### src/rtl/mlcf_pkg.sv
// ----------------------------------------------------------------------------
// mlcf_pkg : shared types and constants for the magic/length/CRC-8 deframer
// Phase and kind codes, register indexes, channel payloads and the CRC step.
// ----------------------------------------------------------------------------
package mlcf_pkg;

	// configuration register indexes
	localparam int unsigned CFG_IDX_W = 2;
	localparam logic [CFG_IDX_W-1:0] REG_MAGIC_FIRST = 2'd0;
	localparam logic [CFG_IDX_W-1:0] REG_MAGIC_SECOND = 2'd1;
	localparam logic [CFG_IDX_W-1:0] REG_MAX_LEN = 2'd2;
	localparam int unsigned CFG_DATA_W = 16;

	localparam logic [15:0] MAX_LEN_RESET = 16'd255;
	localparam logic [7:0] CRC_POLY = 8'h07;
	localparam logic [7:0] CRC_INIT = 8'h00;

	// parser phases
	localparam logic [2:0] PH_HUNT0 = 3'd0;
	localparam logic [2:0] PH_HUNT1 = 3'd1;
	localparam logic [2:0] PH_ID = 3'd2;
	localparam logic [2:0] PH_LEN_LO = 3'd3;
	localparam logic [2:0] PH_LEN_HI = 3'd4;
	localparam logic [2:0] PH_PAYLOAD = 3'd5;
	localparam logic [2:0] PH_CRC = 3'd6;

	// result kinds
	localparam logic [2:0] KIND_HEADER = 3'd0;
	localparam logic [2:0] KIND_DATA = 3'd1;
	localparam logic [2:0] KIND_GOOD = 3'd2;
	localparam logic [2:0] KIND_BAD = 3'd3;
	localparam logic [2:0] KIND_REJECT = 3'd4;

	typedef struct packed {
		logic [7:0] magic_first;
		logic [7:0] magic_second;
		logic [15:0] max_payload_len;
	} cfg_t;

	typedef struct packed {
		logic [7:0] rx_byte;
	} rx_item_t;

	typedef struct packed {
		logic [2:0] kind;
		logic [7:0] message_id;
		logic [15:0] frame_length;
		logic [7:0] data_byte;
		logic [15:0] byte_offset;
		logic frame_last;
	} result_t;

	// one byte of CRC-8, MSB first, no reflection
	function automatic logic [7:0] crc8_update(input logic [7:0] c, input logic [7:0] b);
		logic [7:0] v;
		v = c ^ b;
		for (int i = 0; i < 8; i++) begin
			v = v[7] ? ({v[6:0], 1'b0} ^ CRC_POLY) : {v[6:0], 1'b0};
		end
		return v;
	endfunction

	// phase transition of the sync hunt, used when a rejected header is re-parsed
	function automatic logic [2:0] hunt_step(input logic [2:0] ph, input logic [7:0] b,
			input logic [7:0] mf, input logic [7:0] ms);
		logic [2:0] nxt;
		case (ph)
			PH_HUNT1: begin
				if (b == ms) nxt = PH_ID;
				else if (b == mf) nxt = PH_HUNT1;
				else nxt = PH_HUNT0;
			end
			PH_ID: nxt = PH_LEN_LO;
			default: nxt = (b == mf) ? PH_HUNT1 : PH_HUNT0;
		endcase
		return nxt;
	endfunction

endpackage

### src/rtl/mlcf_stream_if.sv
// ----------------------------------------------------------------------------
// mlcf_stream_if : valid/ready channels of the deframer
// Byte channel into the block and result channel out of it.
// ----------------------------------------------------------------------------
interface mlcf_byte_if;
	logic valid;
	logic ready;
	mlcf_pkg::rx_item_t payload;

	modport source (output valid, output payload, input ready);
	modport sink (input valid, input payload, output ready);
endinterface

interface mlcf_result_if;
	logic valid;
	logic ready;
	mlcf_pkg::result_t payload;

	modport source (output valid, output payload, input ready);
	modport sink (input valid, input payload, output ready);
endinterface

### src/rtl/mlcf_parser.sv
// ----------------------------------------------------------------------------
// mlcf_parser : frame parse state and per-byte next-state logic
// Holds phase, header fields, payload count and running CRC; advances on step.
// ----------------------------------------------------------------------------
module mlcf_parser (
	input logic clk,
	input logic arst_n,
	input logic step,
	input logic [7:0] byte_in,
	input mlcf_pkg::cfg_t cfg,
	output logic has_result,
	output mlcf_pkg::result_t result
);

	logic [2:0] phase_q, phase_d;
	logic [7:0] id_q, id_d;
	logic [7:0] len_lo_q, len_lo_d;
	logic [15:0] len_q, len_d;
	logic [15:0] count_q, count_d;
	logic [7:0] crc_q, crc_d;

	logic [7:0] crc_b;
	logic [7:0] crc_magic;
	logic [15:0] len_new;
	logic [2:0] rp1, rp2, rp3;

	assign crc_b = mlcf_pkg::crc8_update(crc_q, byte_in);
	assign crc_magic = mlcf_pkg::crc8_update(
		mlcf_pkg::crc8_update(mlcf_pkg::CRC_INIT, cfg.magic_first), cfg.magic_second);
	assign len_new = {byte_in, len_lo_q};

	// re-parse of id, length low and length high after a rejected length
	assign rp1 = mlcf_pkg::hunt_step(mlcf_pkg::PH_HUNT0, id_q,
		cfg.magic_first, cfg.magic_second);
	assign rp2 = mlcf_pkg::hunt_step(rp1, len_lo_q, cfg.magic_first, cfg.magic_second);
	assign rp3 = mlcf_pkg::hunt_step(rp2, byte_in, cfg.magic_first, cfg.magic_second);

	always_comb begin
		phase_d = phase_q;
		id_d = id_q;
		len_lo_d = len_lo_q;
		len_d = len_q;
		count_d = count_q;
		crc_d = crc_q;
		has_result = 1'b0;
		result.kind = mlcf_pkg::KIND_HEADER;
		result.message_id = id_q;
		result.frame_length = len_q;
		result.data_byte = 8'h00;
		result.byte_offset = 16'h0000;
		result.frame_last = 1'b0;
		unique case (phase_q)
			mlcf_pkg::PH_HUNT1: begin
				if (byte_in == cfg.magic_second) begin
					crc_d = crc_magic;
					phase_d = mlcf_pkg::PH_ID;
				end else if (byte_in != cfg.magic_first) begin
					phase_d = mlcf_pkg::PH_HUNT0;
				end
			end
			mlcf_pkg::PH_ID: begin
				id_d = byte_in;
				crc_d = crc_b;
				phase_d = mlcf_pkg::PH_LEN_LO;
			end
			mlcf_pkg::PH_LEN_LO: begin
				len_lo_d = byte_in;
				crc_d = crc_b;
				phase_d = mlcf_pkg::PH_LEN_HI;
			end
			mlcf_pkg::PH_LEN_HI: begin
				len_d = len_new;
				count_d = 16'h0000;
				has_result = 1'b1;
				result.frame_length = len_new;
				if (len_new > cfg.max_payload_len) begin
					result.kind = mlcf_pkg::KIND_REJECT;
					result.frame_last = 1'b1;
					phase_d = rp3;
					if (rp3 == mlcf_pkg::PH_ID) begin
						crc_d = crc_magic;
					end else if (rp3 == mlcf_pkg::PH_LEN_LO) begin
						// magic pair found in the replay, high byte taken as the id
						crc_d = mlcf_pkg::crc8_update(crc_magic, byte_in);
						id_d = byte_in;
					end else begin
						crc_d = crc_b;
					end
				end else begin
					phase_d = (len_new == 16'h0000) ? mlcf_pkg::PH_CRC : mlcf_pkg::PH_PAYLOAD;
					crc_d = crc_b;
				end
			end
			mlcf_pkg::PH_PAYLOAD: begin
				crc_d = crc_b;
				has_result = 1'b1;
				result.kind = mlcf_pkg::KIND_DATA;
				result.data_byte = byte_in;
				result.byte_offset = count_q;
				count_d = count_q + 16'd1;
				if (count_d >= len_q) phase_d = mlcf_pkg::PH_CRC;
			end
			mlcf_pkg::PH_CRC: begin
				has_result = 1'b1;
				result.kind = (byte_in == crc_q) ? mlcf_pkg::KIND_GOOD : mlcf_pkg::KIND_BAD;
				result.frame_last = 1'b1;
				phase_d = mlcf_pkg::PH_HUNT0;
			end
			default: begin
				phase_d = (byte_in == cfg.magic_first) ? mlcf_pkg::PH_HUNT1 : mlcf_pkg::PH_HUNT0;
			end
		endcase
	end

	always_ff @(posedge clk or negedge arst_n) begin
		if (!arst_n) begin
			phase_q <= mlcf_pkg::PH_HUNT0;
			id_q <= 8'h00;
			len_lo_q <= 8'h00;
			len_q <= 16'h0000;
			count_q <= 16'h0000;
			crc_q <= mlcf_pkg::CRC_INIT;
		end else if (step) begin
			phase_q <= phase_d;
			id_q <= id_d;
			len_lo_q <= len_lo_d;
			len_q <= len_d;
			count_q <= count_d;
			crc_q <= crc_d;
		end
	end

endmodule

### src/rtl/magic_length_crc8_frame_receiver.sv
// ----------------------------------------------------------------------------
// magic_length_crc8_frame_receiver : magic-synchronised CRC-8 frame deframer
// Hunts for the magic pair, parses id and length, streams payload and checks
// the trailing CRC-8 (poly 0x07, init 0).
// ----------------------------------------------------------------------------
//
//  channel  dir  handshake        payload
//  -------  ---  ---------------  ------------------------------------------
//  rx       in   valid / ready    rx_byte
//  res      out  valid / ready    kind, message_id, frame_length, data_byte,
//                                 byte_offset, frame_last
//  cfg      in   cfg_we           cfg_index, cfg_wdata (no read-back)
//
//  One byte per cycle sustained while res is not stalled. A byte is taken into
//  the input register on its rx transaction; the parser works on the input
//  register combinationally and its result loads into the result register,
//  which drives res valid. The CRC update and phase change are one byte-wide
//  step in the parser. Reset is asynchronous, active low, and leaves the block
//  hunting for the first magic byte with max_payload_len at 255. When res
//  stalls, the result register holds and one further byte waits in the input
//  register; bytes that produce no result still drain past a stalled output.
//
module magic_length_crc8_frame_receiver (
	input logic clk,
	input logic arst_n,
	input logic cfg_we,
	input logic [mlcf_pkg::CFG_IDX_W-1:0] cfg_index,
	input logic [mlcf_pkg::CFG_DATA_W-1:0] cfg_wdata,
	mlcf_byte_if.sink rx,
	mlcf_result_if.source res
);

	// configuration registers
	mlcf_pkg::cfg_t cfg_q;

	always_ff @(posedge clk or negedge arst_n) begin
		if (!arst_n) begin
			cfg_q.magic_first <= 8'h00;
			cfg_q.magic_second <= 8'h00;
			cfg_q.max_payload_len <= mlcf_pkg::MAX_LEN_RESET;
		end else if (cfg_we) begin
			unique case (cfg_index)
				mlcf_pkg::REG_MAGIC_FIRST: cfg_q.magic_first <= cfg_wdata[7:0];
				mlcf_pkg::REG_MAGIC_SECOND: cfg_q.magic_second <= cfg_wdata[7:0];
				mlcf_pkg::REG_MAX_LEN: cfg_q.max_payload_len <= cfg_wdata[15:0];
				default: ;  // unmapped index, write dropped
			endcase
		end
	end

	// input stage
	logic valid_s1;
	logic [7:0] byte_s1;
	logic advance;
	logic has_result;
	mlcf_pkg::result_t result;

	// a byte leaves the input stage unless it carries a result that cannot
	// be placed in the result register this cycle
	assign advance = valid_s1 && (!has_result || !res.valid || res.ready);
	assign rx.ready = !valid_s1 || advance;

	always_ff @(posedge clk or negedge arst_n) begin
		if (!arst_n) begin
			valid_s1 <= 1'b0;
		end else if (rx.valid && rx.ready) begin
			valid_s1 <= 1'b1;
		end else if (advance) begin
			valid_s1 <= 1'b0;
		end
	end

	always_ff @(posedge clk) begin
		if (rx.valid && rx.ready) byte_s1 <= rx.payload.rx_byte;
	end

	mlcf_parser u_parser (
		.clk (clk),
		.arst_n (arst_n),
		.step (advance),
		.byte_in (byte_s1),
		.cfg (cfg_q),
		.has_result (has_result),
		.result (result)
	);

	// result register
	logic res_valid_s2;
	mlcf_pkg::result_t res_s2;

	always_ff @(posedge clk or negedge arst_n) begin
		if (!arst_n) begin
			res_valid_s2 <= 1'b0;
		end else if (advance && has_result) begin
			res_valid_s2 <= 1'b1;
		end else if (res.ready) begin
			res_valid_s2 <= 1'b0;
		end
	end

	always_ff @(posedge clk) begin
		if (advance && has_result) res_s2 <= result;
	end

	assign res.valid = res_valid_s2;
	assign res.payload = res_s2;

	// checks
	a_last_kind: assert property (@(posedge clk) disable iff (!arst_n)
		res.valid |-> (res.payload.frame_last == (res.payload.kind == mlcf_pkg::KIND_GOOD
			|| res.payload.kind == mlcf_pkg::KIND_BAD
			|| res.payload.kind == mlcf_pkg::KIND_REJECT)))
		else $error("frame_last disagrees with kind");

	a_offset_range: assert property (@(posedge clk) disable iff (!arst_n)
		res.valid && res.payload.kind == mlcf_pkg::KIND_DATA
			|-> res.payload.byte_offset < res.payload.frame_length)
		else $error("payload offset beyond frame length");

	a_nondata_zero: assert property (@(posedge clk) disable iff (!arst_n)
		res.valid && res.payload.kind != mlcf_pkg::KIND_DATA
			|-> res.payload.data_byte == 8'h00 && res.payload.byte_offset == 16'h0000)
		else $error("non-payload result carries data");

	a_no_lost_byte: assert property (@(posedge clk) disable iff (!arst_n)
		!rx.ready |-> valid_s1 && has_result && res.valid && !res.ready)
		else $error("input stalled without a blocked result");

	a_result_load: assert property (@(posedge clk) disable iff (!arst_n)
		advance && has_result |=> res.valid)
		else $error("result not presented after load");

endmodule
### src/flat_wrapper.sv
// flat-port wrapper written by rule: the top's interface ports become plain ports
module magic_length_crc8_frame_receiver_flat 
  (clk, arst_n, cfg_we, cfg_index, cfg_wdata, rx_valid, rx_payload, rx_ready, res_valid, res_payload, res_ready);
  mlcf_byte_if rx_i ();
  mlcf_result_if res_i ();
  input logic clk;
  input logic arst_n;
  input logic cfg_we;
  input logic [mlcf_pkg::CFG_IDX_W-1:0] cfg_index;
  input logic [mlcf_pkg::CFG_DATA_W-1:0] cfg_wdata;
  input wire logic [$bits(rx_i.valid)-1:0] rx_valid;
  input wire logic [$bits(rx_i.payload)-1:0] rx_payload;
  output wire logic [$bits(rx_i.ready)-1:0] rx_ready;
  output wire logic [$bits(res_i.valid)-1:0] res_valid;
  output wire logic [$bits(res_i.payload)-1:0] res_payload;
  input wire logic [$bits(res_i.ready)-1:0] res_ready;
  assign rx_i.valid = rx_valid;
  assign rx_i.payload = rx_payload;
  assign rx_ready = rx_i.ready;
  assign res_valid = res_i.valid;
  assign res_payload = res_i.payload;
  assign res_i.ready = res_ready;
  magic_length_crc8_frame_receiver u_core (.clk(clk), .arst_n(arst_n), .cfg_we(cfg_we), .cfg_index(cfg_index), .cfg_wdata(cfg_wdata), .rx(rx_i), .res(res_i));
endmodule
### config.mk
export PLATFORM = sky130hd
export DESIGN_NAME = magic_length_crc8_frame_receiver_flat
export DESIGN_NICKNAME = d
export VERILOG_FILES = /design/src/rtl/mlcf_pkg.sv /design/src/rtl/mlcf_stream_if.sv /design/src/rtl/mlcf_parser.sv /design/src/rtl/magic_length_crc8_frame_receiver.sv /design/src/flat_wrapper.sv
export SDC_FILE = /design/constraint.sdc
export NUM_CORES = 1
export LEC_CHECK = 0
export ABC_AREA = 1
export BUFFER_PORTS_ARGS = -buffer_cell sky130_fd_sc_hd__buf_2
export CORE_MARGIN = 3
export CORE_UTILIZATION = 55
export CTS_BUF_LIST = sky130_fd_sc_hd__clkbuf_4
export DETAILED_ROUTE_END_ITERATION = 12
export PLACE_DENSITY = 0.75
export SLEW_MARGIN = 20
export SYNTH_ARGS = -nofsm -noshare
export SYNTH_HDL_FRONTEND = slang
export SYNTH_HIERARCHICAL = 1
export SYNTH_SLANG_ARGS = --single-unit
### constraint.sdc
create_clock -name clk -period 9.65 [get_ports clk]
set_input_delay 1.4475 -clock clk [delete_from_list [all_inputs] [get_ports clk]]
set_output_delay 1.4475 -clock clk [all_outputs]
set_load 0.005 [all_outputs]
Word level (Yosys, flattened, before mapping)
Index checks and enable logic that the tools add are counted.
{"block": "op_classes", "add_sub_neg": 1, "multipliers": 0, "div_mod_pow": 0, "magnitude_cmp": 2, "n_eq_ne": 27, "n_shift": 0, "muxes": 66, "bitwise": 35, "reduce_logical": 26}
{"operator": "3-bit 2-to-1 mux", "n": 37}
{"operator": "3-bit NOT", "n": 32}
{"operator": "8-bit 2-to-1 mux", "n": 7}
{"operator": "8-bit equality test", "n": 6}
{"operator": "16-bit case mux with 2 select lines", "n": 1}
{"operator": "8-bit case mux with 3 select lines", "n": 1}
{"operator": "8-bit bitwise XOR", "n": 3}
{"operator": "3-bit case mux with 6 select lines", "n": 1}
{"operator": "16-bit by 1-bit adder with 16-bit output (second input constant)", "n": 1}
{"operator": "16-bit greater-or-equal comparator", "n": 1}
{"operator": "16-bit > comparator", "n": 1}
{"operator": "16-bit logical NOT", "n": 1}
{"operator": "16-bit 2-to-1 mux", "n": 1}
{"operator": "8-bit case mux with 2 select lines", "n": 1}
{"operator": "3-bit by 2-bit equality test with 1-bit output (second input constant)", "n": 5}
{"operator": "3-bit case mux with 2 select lines", "n": 2}
{"operator": "1-bit 2-to-1 mux", "n": 10}
{"operator": "2-bit != test (second input constant)", "n": 5}
{"operator": "2-bit AND reduction", "n": 5}
{"operator": "3-bit equality test (second input constant)", "n": 3}
{"operator": "3-bit case mux with 3 select lines", "n": 1}
{"operator": "8-bit != test", "n": 1}
{"operator": "2-bit nonzero test", "n": 4}
{"operator": "3-bit by 1-bit equality test with 1-bit output (second input constant)", "n": 2}
{"operator": "15 further kinds", "n": 25}
{"block": "word_totals", "ff_bits": 153, "latchBits": 0, "mem_bits_rw": 0, "romBits": 0, "in_bits": 31, "out_inout_bits": 54, "word_cells": 175, "mem_count": 0}

Logic depth before layout (Yosys ltp)
Gate-level depths: netlist (run 1).
{"block": "logic_depth", "ltp_word": 54, "ltp_mapped": 25}

Modules after synthesis
The synthesis (run 1) kept the hierarchy.
{"mod": "mlcf_parser", "instances": 1, "cells_each": 971, "area_per_inst_um2": 6082.1, "seq_area_each_um2": 1476.4}
{"mod": "magic_length_crc8_frame_receiver", "instances": 1, "cells_each": 217, "area_per_inst_um2": 3294.4, "seq_area_each_um2": 2662.6}

Worst setup path before layout (run 1)
Ideal clock, no wire load.
{"block": "synth_timing", "path_kind": "register to register", "startpoint": "reg u_core.u_parser.count_q[2]", "endpoint": "reg u_core.u_parser.phase_q[0]", "arrival_time_ns": 3.028, "setup_slack_ns": 6.482, "path_stages_with_launch": 21, "n_path_buf": 0, "path_cell_list": "dfrtp_1 inv_1 nor3_1 inv_1 nor3_2 inv_1 nor3_1 nand2_1 nor3_2 nand2_1 nor2_1 nand4_1 xor2_1 inv_1 ha_1 a21oi_1 o21ai_0 a21oi_1 nand3_1 o221ai_1 o21ai_0"}
{"block": "synth_via", "elab_chain_len": 4}
{"item": "start: declaration", "line_no": "mlcf_parser.sv:19", "text": "logic [15:0] count_q, count_d;"}
{"item": "start signal: assignment", "line_no": "mlcf_parser.sv:128", "text": "count_q <= count_d;"}
{"item": "16-bit by 1-bit adder with 16-bit output", "line_no": "mlcf_parser.sv:100", "text": "count_d = count_q + 16'd1;"}
{"item": "16-bit greater-or-equal comparator", "line_no": "mlcf_parser.sv:101", "text": "if (count_d >= len_q) phase_d = mlcf_pkg::PH_CRC;"}
{"item": "2-bit != test (no source line)"}
{"item": "3-bit AND reduction (no source line)"}
{"item": "end signal: assignment", "line_no": "mlcf_parser.sv:117", "text": "phase_q <= mlcf_pkg::PH_HUNT0;"}
{"item": "end signal: assignment", "line_no": "mlcf_parser.sv:124", "text": "phase_q <= phase_d;"}
{"item": "end: declaration", "line_no": "mlcf_parser.sv:15", "text": "logic [2:0] phase_q, phase_d;"}
Every way passes these cells.
A chain may end at the register's enable or synchronous reset.

Worst setup path after layout (run 1)
{"block": "layout_timing", "startpoint": "reg u_core.u_parser.count_q[2]", "endpoint": "reg u_core.u_parser.phase_q[1]"}
Same word-level chain as after synthesis.

==> flow_summary_export.csv, run 1 <==
group,metric,value,unit
status,outcome,"finished clean",
power_and_ir_drop,leakagePower,5.09,nW
synthesis,synth_area_leaders,"dfrtp_1, edfxtp_1, nand2_1",
drt,vias,8109,
sta,slew_violations,0,
layout,finish.utilization,61.0,%
power_and_ir_drop,power_density,194,nW/µm²
sta,finalHoldViolCount,0,
drt,firstDrtPassIters,5,
floorplanning,io_pins,85,
floorplanning,num_rows,47,
clock_network,cts_tree,"yes",
drt,drt-initial-drc-count,778,
floorplanning,die_h,137,µm
critical_path,cp.required,10.10,ns
critical_path,crit_arrival,4.11,ns
grt,grt_pass1_wl,37900,µm
synthesis,synth-seq-cells,153,
sta,maxSlewHeadroom,26.9,%
synthesis,yosysTopAreaCellShare,22.7,%
clock_network,hold_buffers,0,
critical_path,critPathLaunchType,"flop",
synthesis,synth_top_cell_by_area,"dfrtp_1",
floorplanning,start_util,56.3,%
sta,tns,0,ns
drt,antenna_left,0,
placement,place.gp.congestion,0.975,
critical_path,r2r_slack,5.98,ns
layout,syn2layout_area_growth,8.21,%
synthesis,synth.distinct_cells,45,
synthesis,avgSynthCellArea,7.89,µm²
layout,layout.nets,1324,
sta,min_period,3.67,ns
drt,drt-vias-per-instance,5.45,
grt,gr-total-overflow,0,
synthesis,syn_nets,1257,
sta,worst_pin_slew,1.09,ns
grt,grt.total_usage,26.2,%
worst_hold_path,min_path_type,"flop to flop",
layout,drive_above_1_share,16.0,%
layout,nFillCells,1537,
floorplanning,die_w,137,µm
sta,setup_violations,0,
clock_network,ctsResizeCount,0,
clock_network,cts_buffer_depth,2,
synthesis,ys_seq_area_share,44.1,%
sta,clock_skew,0.0242,ns
critical_path,cp_max_fo,6,
clock_network,root_buffer,"clkbuf_4",
clock_network,post_cts_buffers,0,
sta,fmax,273,MHz
synthesis,synth_area,9380,µm²
placement,io_buffers,84,
power_and_ir_drop,ir_worst_vdd,100,µV
clock_network,path_clk_slew,0.14,ns
synthesis,async_flop_share,60.8,%
clock_network,cts_made_buffers,17,
critical_path,path_class,"flop to flop",
floorplanning,core,16600,µm²
drt,avgRoutedWirePerCell,15.6,µm
grt,grt_pass1_vias,7594,
critical_path,end_kind,"flop",
placement,place_hpwl,17200,µm
sta,rsz0062_at_grt,"no",
synthesis,synth_edf_count,60,
grt,antenna_found_initial,1,
sta,timing.final.crit_share,38.0,%
synthesis,synth_top_flop_cell,"dfrtp_1",
synthesis,syn_inst,1188,
run,maxCapViolCount,0,
clock_network,insertion_delay,0.58,ns
clock_network,clock_sinks,153,
grt,grt_max_degree,64,
drt,drc,0,
clock_network,htreeDepth,4,
drt,routed_wl,23200,µm
floorplanning,die-area,18700,µm²
synthesis,yosysWarnings,6,
kinds of logic after synthesis:
kind of cell	share of synthesized area, %
flops	44.1
fa+ha+maj	5.07
simple gates	29.8
xor+xnor	4.75
compound gates	7.75
buf+inv	8.45
through the flow:
step	instance area [µm²]	power, mW	cells	worst slack (ns)	hold slack [ns]
6_report	10100	1.97	1489	5.98	0.473
4_1_cts	10100	1.96	1488	5.98	0.476
5_1_grt	10100	2.13	1489	5.42	0.501
3_5_place_dp	9880	1.59	1456	6.03	0.457
2_1_floorplan	9380	1.42	1188	6.48	0.437
3_3_place_gp	9880	1.58	1456	6.13	0.453
routing by layer:
metal,global-route usage [%],up-vias,wire [µm]
li1,-,4013,-
met1,36.0,3761,10300
met2,41.6,289,10600
met3,5.00,46,1690
met4,9.07,0,604
met5,0,-,0
power by group:
group          internal [mW]  switching, mW
clock                  0.116          0.255
combinational          0.281          0.529
sequential             0.726         0.0654
layout by cell type (no fill, tap or decap), types with 2 or more instances in the layout:
master,synthesis,routed
nor4_1,9,9
o21ai_1,9,9
a21o_1,2,2
xnor2_1,20,20
nand2_1,377,377
nor2_1,55,55
clkbuf_4,0,19
o22ai_1,13,13
nand2_4,3,3
inv_1,134,133
nand4_1,40,40
edfxtp_1,60,60
a21oi_1,37,36
ha_1,38,38
inv_6,0,4
nor2_2,2,2
nor3_1,11,11
o211ai_1,3,3
nand3_4,2,2
nand3_1,77,77
nand2_2,29,29
o21ai_0,60,60
o221ai_1,2,2
buf_2,13,83
or2_2,8,8
inv_2,15,15
a21oi_2,1,2
xor2_1,29,29
buf_4,10,4
inv_8,0,3
clkinvlp_4,0,5
dfstp_2,8,8
nand3_2,7,7
dfrtp_1,85,85
nor3_2,2,2
registers in the layout, indices dropped and copies added (netlist names):
register,cells
u_core/res.valid,1
u_core/u_parser/id_q,8
u_core/u_parser/crc_q,8
u_core/u_parser/phase_q,3
u_core/u_parser/len_lo_q,8
u_core/cfg_q,32
u_core/u_parser/len_q,16
u_core/u_parser/count_q,16
u_core/res.payload,52
u_core/valid_s1,1
u_core/byte_s1,8
path summary, 6_finish.rpt:
path                                                    to                  startpoint  depth (start not counted)
worst max-delay path            u_core/u_parser/phase_q[1]  u_core/u_parser/count_q[2]                         21
worst min-delay path                       u_core/cfg_q[5]             u_core/cfg_q[5]                          2
worst max register to register  u_core/u_parser/phase_q[1]  u_core/u_parser/count_q[2]                         21
worst min register to register             u_core/cfg_q[5]             u_core/cfg_q[5]                          2
max in group asynchronous                 u_core/cfg_q[12]                      arst_n                          2
min in group asynchronous         u_core/u_parser/len_q[7]                      arst_n                          1
cell usage after synthesis (all sizes together) (13+ instances only):
library cell	number
dfrtp	85
ha	38
nor3	13
nand4	40
nand3	86
inv	150
buf	30
edfxtp	60
xor2	30
o22ai	14
o21ai	69
nand2	409
nor2	58
a21oi	38
xnor2	20
final cells by class:
| class | instances | area, µm² | share of cell area (%) |
|---|---|---|---|
| antenna | 1 | 2.50 | 0.0247 |
| clock buffer | 19 | 143 | 1.41 |
| clock inverter | 13 | 115 | 1.13 |
| inverter | 151 | 571 | 5.62 |
| multi-input combinational | 845 | 4460 | 43.9 |
| sequential | 153 | 4140 | 40.8 |
| tap | 220 | 275 | 2.71 |
| timing repair buffer | 87 | 445 | 4.39 |
worst max-delay path: stages, from the launching register on:
cell	delay [ns]
dfrtp_1	0.41
inv_1	0.08
nor3_1	0.28
inv_1	0.09
nor3_2	0.16
inv_1	0.06
nor3_1	0.19
nand2_1	0.13
nor3_2	0.15
nand2_1	0.09
nor2_1	0.17
nand4_1	0.12
xor2_1	0.22
inv_1	0.07
ha_1	0.31
nand4_1	0.12
nor3_1	0.22
nand3_1	0.11
nand3_1	0.11
o221ai_1	0.22
nand2_1	0.15
o21ai_0	0.09
No activity file was read; power rests on OpenSTA's default activity.
==> run 2, diff against run 1 <==
==> constraint.sdc (replaced) <==
create_clock -name clk -period 3.8 [get_ports clk]
set_input_delay 0.57 -clock clk [delete_from_list [all_inputs] [get_ports clk]]
set_output_delay 0.57 -clock clk [all_outputs]
set_load 0.005 [all_outputs]
==> flow_summary_export.csv, run 2 (same netlist as run 1, synthesis figures left out) <==
group,metric,value,unit
power_and_ir_drop,power_density,497,nW/µm²
floorplanning,io_pins,85,
drt,drt-vias-per-instance,5.46,
grt,grt.total_usage,26.0,%
sta,min_period,3.56,ns
floorplanning,die_w,137,µm
grt,grt_pass1_vias,7468,
layout,final_area,10300,µm²
sta,holdWs,0.0811,ns
floorplanning,num_rows,47,
critical_path,path_class,"flop to flop",
power_and_ir_drop,ir_worst_vdd,276,µV
drt,routed_wl,23500,µm
clock_network,cts_buffer_depth,2,
critical_path,slowest_stage,"dfrtp_1",
drt,antenna_left,0,
placement,place_hpwl,17500,µm
clock_network,ctsResizeCount,0,
critical_path,end_kind,"flop",
grt,antenna_found_initial,1,
critical_path,crit_top_cell,"inv_1",
clock_network,insertion_delay,0.55,ns
power_and_ir_drop,leakagePower,5.17,nW
sta,clock_skew,0.0196,ns
grt,gr-total-overflow,0,
critical_path,cp_max_fo,6,
clock_network,clock_sinks,153,
floorplanning,start_util,56.3,%
clock_network,hold_buffers,0,
drt,firstDrtPassIters,5,
sta,fmax,281,MHz
drt,vias,8187,
placement,place.gp.congestion,0.984,
critical_path,crit_chain,"inv_1, nor3_2, inv_1, nor3_2, inv_1, nor3_1, nand2_1, nor3_2, nand2_1, nor2_2, nand4_1, xor2_2, inv_1, ha_1, a21oi_1, o21ai_0, a21oi_1, nand3_1, o221ai_4, o21ai_0",
sta,finalHoldViolCount,0,
layout,syn2layout_area_growth,9.83,%
clock_network,cts_tree,"yes",
floorplanning,die-area,18700,µm²
floorplanning,die_h,137,µm
layout,layout_commonest_cell,"nand2_1",
clock_network,cts_made_buffers,17,
clock_network,post_cts_buffers,0,
clock_network,htreeDepth,4,
clock_network,path_clk_slew,0.14,ns
critical_path,cp.required,4.23,ns
layout,final_cell_mix,"nand2_1, inv_1, dfrtp_1",
critical_path,path_buf_inv,4,
critical_path,crit_arrival,4.00,ns
placement,io_buffers,84,
run,maxCapViolCount,0,
sta,slew_violations,0,
drt,drt-initial-drc-count,644,
critical_path,max_stage_delay,0.42,ns
critical_path,path_delay_family,"simple AND/OR/NAND/NOR gates",
sta,worst_pin_slew,0.887,ns
layout,layout.nets,1334,
sta,setup_violations,0,
grt,grt_max_degree,68,
clock_network,root_buffer,"clkbuf_4",
worst_hold_path,min_path_type,"primary input to asynchronous set/reset pin",
drt,drc,0,
layout,largest_reg_flops,52,
placement,dp_slack,0.0826,ns
sta,maxSlewHeadroom,40.9,%
placement,placed_cell_area,9960,µm²
critical_path,critPathLaunchType,"flop",
floorplanning,core,16600,µm²
layout,drive_above_1_share,17.1,%
status,outcome,"finished clean",
drt,avgRoutedWirePerCell,15.7,µm
sta,final.setup.worst_slack,0.237,ns
sta,timing.final.crit_share,93.8,%
grt,grt_pass1_wl,37700,µm
-- run 2: worst register-to-register path: cells and delay by family, from the launching register on --
family / cells / cell delay, ns
AND/OR/NAND/NOR: 9 / 1.45
flip-flops: 1 / 0.42
XOR/XNOR: 1 / 0.20
adder cells (fa/ha/maj): 1 / 0.31
buffers and inverters: 4 / 0.30
AO/OA/AOI/OAI: 5 / 0.75
-- run 2: final timing paths --
kind,slack (ns),depth (start not counted),end,from
worst min register to register,0.47,2,u_core/cfg_q[5],u_core/cfg_q[5]
worst max-delay path,0.24,20,u_core/u_parser/phase_q[0],u_core/u_parser/count_q[2]
worst min-delay path,0.08,1,u_core/u_parser/crc_q[2],arst_n
worst max register to register,0.24,20,u_core/u_parser/phase_q[0],u_core/u_parser/count_q[2]
min in group clk,0.19,1,u_core/byte_s1[1],rx_payload[1]
max in group asynchronous,2.84,2,u_core/cfg_q[5],arst_n
-- run 2: cell type report --
| class | count | area (µm²) |
|---|---|---|
| repair buffers | 97 | 520 |
| diodes | 1 | 2.50 |
| fillers | 1487 | 6340 |
| inverters | 151 | 571 |
| clock inverters | 14 | 161 |
| clock buffers | 18 | 135 |
| multi-input cells | 845 | 4490 |
| flip-flops and latches | 153 | 4140 |
| well taps | 220 | 275 |
-- run 2: layer usage --
layer | routed length, µm | track usage [%] | vias to the layer above
met5 | 0 | 0 | -
met4 | 845 | 12.2 | 0
met3 | 1640 | 4.78 | 52
met2 | 10800 | 40.2 | 297
met1 | 10200 | 35.7 | 3804
li1 | - | - | 4034
-- run 2: through the flow --
step	TNS (ns)	utilization (%)	power, mW	instances
after global routing	-0.159	61.9	5.51	1499
after floorplan	0	-	3.61	1188
final	0	61.9	5.12	1499
after CTS	0	61.6	5.11	1498
after detailed placement	0	59.8	4.06	1466
after global placement	0	59.8	4.01	1466
-- run 2: power breakdown --
group	total [mW]	internal (mW)	switching (mW)	leakage, nW
clock	1.04	0.415	0.628	0.155
combinational	2.08	0.723	1.35	3.18
sequential	2.00	1.84	0.155	1.84
total	5.12	2.98	2.14	5.17
==> run 3, diff against run 2 <==
--- a/config.mk
+++ b/config.mk
@@ -15,5 +15,4 @@
 export SLEW_MARGIN = 20
 export SYNTH_ARGS = -nofsm -noshare
 export SYNTH_HDL_FRONTEND = slang
-export SYNTH_HIERARCHICAL = 1
 export SYNTH_SLANG_ARGS = --single-unit
==> flow_summary_export.csv, run 3 <==
group,metric,value,unit
grt,antenna_found_initial,1,
critical_path,critPathLaunchType,"flop",
drt,antenna_left,0,
clock_network,cts_buffer_depth,2,
critical_path,cp_max_fo,5,
critical_path,path_class,"flop to flop",
layout,seqCellArea,4140,µm²
clock_network,cts_tree,"yes",
sta,clock_skew,0.0204,ns
drt,firstDrtPassIters,6,
layout,layout_commonest_cell,"nand2_1",
floorplanning,num_rows,46,
grt,grt_pass1_wl,37000,µm
power_and_ir_drop,leakagePower,5.04,nW
critical_path,slowest_stage,"dfrtp_1",
clock_network,path_clk_slew,0.14,ns
layout,layout.nets,1315,
critical_path,end_kind,"flop",
critical_path,r2r-end,"u_core.u_parser.phase_q[1]",
sta,slew_violations,0,
layout,multi_input_area,4340,µm²
layout,final_cell_mix,"nand2_1, inv_1, o21ai_0",
critical_path,r2r_slack,0.54,ns
sta,fmax,307,MHz
synthesis,synth_top_cell_by_area,"dfrtp_1",
critical_path,reg2reg_depth,18,
layout,syn2layout_area_growth,9.93,%
clock_network,cts_made_buffers,17,
floorplanning,core,16200,µm²
floorplanning,die-area,18500,µm²
floorplanning,start_util,57.4,%
sta,finalHoldViolCount,0,
sta,maxSlewHeadroom,46.7,%
sta,worst_pin_slew,0.796,ns
layout,nFillCells,1462,
placement,place_hpwl,17000,µm
drt,drt-initial-drc-count,617,
drt,drc,0,
power_and_ir_drop,power_density,729,nW/µm²
floorplanning,die_w,136,µm
drt,routed_wl,22500,µm
clock_network,post_cts_buffers,0,
synthesis,synth_area_leaders,"dfrtp_1, edfxtp_1, nand2_1",
drt,vias,7865,
layout,drive_above_1_share,16.6,%
grt,grt.total_usage,25.6,%
critical_path,crit_top_cell,"nor2_1",
synthesis,synth_area,9320,µm²
sta,timing.final.crit_share,85.8,%
synthesis,synthMostInstantiatedCell,"nand2_1",
critical_path,crit_arrival,3.73,ns
drt,drt-vias-per-instance,5.34,
sta,final.setup.worst_slack,0.540,ns
synthesis,yosysTopAreaCellShare,22.8,%
sta,min_period,3.26,ns
critical_path,cp.required,4.27,ns
synthesis,syn_nets,1232,
synthesis,synth.top_cells.by_count,"nand2_1, inv_1, o21ai_0, dfrtp_1, nand3_1",
sta,rsz0062_at_grt,"no",
clock_network,hold_buffers,0,
synthesis,synth-seq-cells,153,
status,outcome,"finished clean",
placement,place.gp.congestion,1.01,
synthesis,syn_inst,1162,
grt,grt_pass1_vias,7340,
layout,largest_reg_flops,52,
placement,dp_slack,0.510,ns
sta,tns,0,ns
grt,gr-total-overflow,0,
synthesis,synth_edf_count,60,
floorplanning,io_pins,85,
critical_path,timing.rr.start,"u_core.u_parser.count_q[2]",
worst_hold_path,min_path_type,"primary input to asynchronous set/reset pin",
placement,io_buffers,84,
power_and_ir_drop,ir_worst_vdd,293,µV
synthesis,synth.distinct_cells,54,
synthesis,avgSynthCellArea,8.02,µm²
critical_path,max_stage_delay,0.41,ns
synthesis,ys_seq_area_share,44.4,%
grt,grt_max_degree,82,
clock_network,htreeDepth,4,
clock_network,insertion_delay,0.59,ns
power_and_ir_drop,finalPower,7.48,mW
drt,avgRoutedWirePerCell,15.3,µm
clock_network,root_buffer,"clkbuf_4",
critical_path,crit_chain,"inv_1, nor3_1, nand2_1, nor2_1, nand3_1, nor2_1, nand3_1, nor3_2, nand4_1, xor2_1, inv_1, ha_1, a21oi_1, o211ai_1, nor2_1, nor2_1, o31ai_1, o21ai_0",
floorplanning,die_h,136,µm
synthesis,async_flop_share,60.8,%
synthesis,synth_top_flop_cell,"dfrtp_1",
synthesis,yosysWarnings,0,
run,maxCapViolCount,0,
sta,setup_violations,0,
clock_network,clock_sinks,153,
==> run 3: power breakdown <==
part	leakage, nW	internal, mW	switching, mW
combinational	3.15	1.38	2.41
clock	0.162	0.470	0.640
sequential	1.73	2.21	0.363
==> run 3: final cells by class <==
cell class	count	share of cell area, %
clock inverter	13	1.64
timing repair buffer	98	5.31
tap	216	2.64
sequential	153	40.4
multi-input combinational	806	42.3
antenna	1	0.0244
clock buffer	18	1.32
inverter	169	6.34
==> run 3: worst max-delay path by stage <==
stage	to	from	cells after the start
floorplan	u_core.res.payload[0]	u_core.u_parser.phase_q[0]	14
global placement	u_core.u_parser.phase_q[1]	u_core.u_parser.count_q[2]	18
detailed placement	u_core.u_parser.phase_q[1]	u_core.u_parser.count_q[2]	18
CTS	u_core.u_parser.phase_q[1]	u_core.u_parser.count_q[2]	18
global route	u_core.u_parser.phase_q[1]	u_core.u_parser.count_q[2]	18
finish	u_core.u_parser.phase_q[1]	u_core.u_parser.count_q[2]	18
==> run 3: what timing repair did <==
action / in CTS / in global routing
setup endpoints to repair: 0 / 3
resized for setup: 0 / 1
hold endpoints to repair: 0 / 0
==> run 3: critical path: cells and delay by family, from the launching register on <==
| family | cells | cell delay (ns) |
|---|---|---|
| simple gates | 10 | 1.60 |
| xor+xnor | 1 | 0.20 |
| fa+ha+maj | 1 | 0.31 |
| compound gates | 4 | 0.46 |
| buf+inv | 2 | 0.16 |
| flops | 1 | 0.41 |
==> run 3: cells by family (layout without fill, tap and decap cells) <==
group | after synthesis | after routing | share of synthesized area, %
adders and majority gates | 39 | 39 | 5.23
AOI/OAI and AO/OA | 162 | 162 | 9.88
buffers and inverters | 203 | 298 | 9.15
xor gates and xnor gates | 54 | 54 | 6.01
and+or+nand+nor | 551 | 551 | 25.3
other | 0 | 1 | 0
DFF | 153 | 153 | 44.4
==> run 3: metrics by stage <==
stage	cell area, µm²	hold slack, ns	util, %	instances
2_1_floorplan	9320	0.274	-	1162
3_3_place_gp	9930	0.476	61.2	1442
4_1_cts	10200	0.127	63.0	1473
6_report	10200	0.0102	63.1	1474
3_5_place_dp	9930	0.486	61.2	1442
5_1_grt	10200	0.0331	63.1	1474
==> run 3: metal layers <==
layer / vias up / wire length (µm) / global-route usage [%]
met5: - / 0 / 0
li1: 3922 / - / -
met1: 3573 / 9980 / 35.5
met4: 0 / 704 / 10.0
met3: 53 / 1620 / 3.96
met2: 317 / 10200 / 40.6
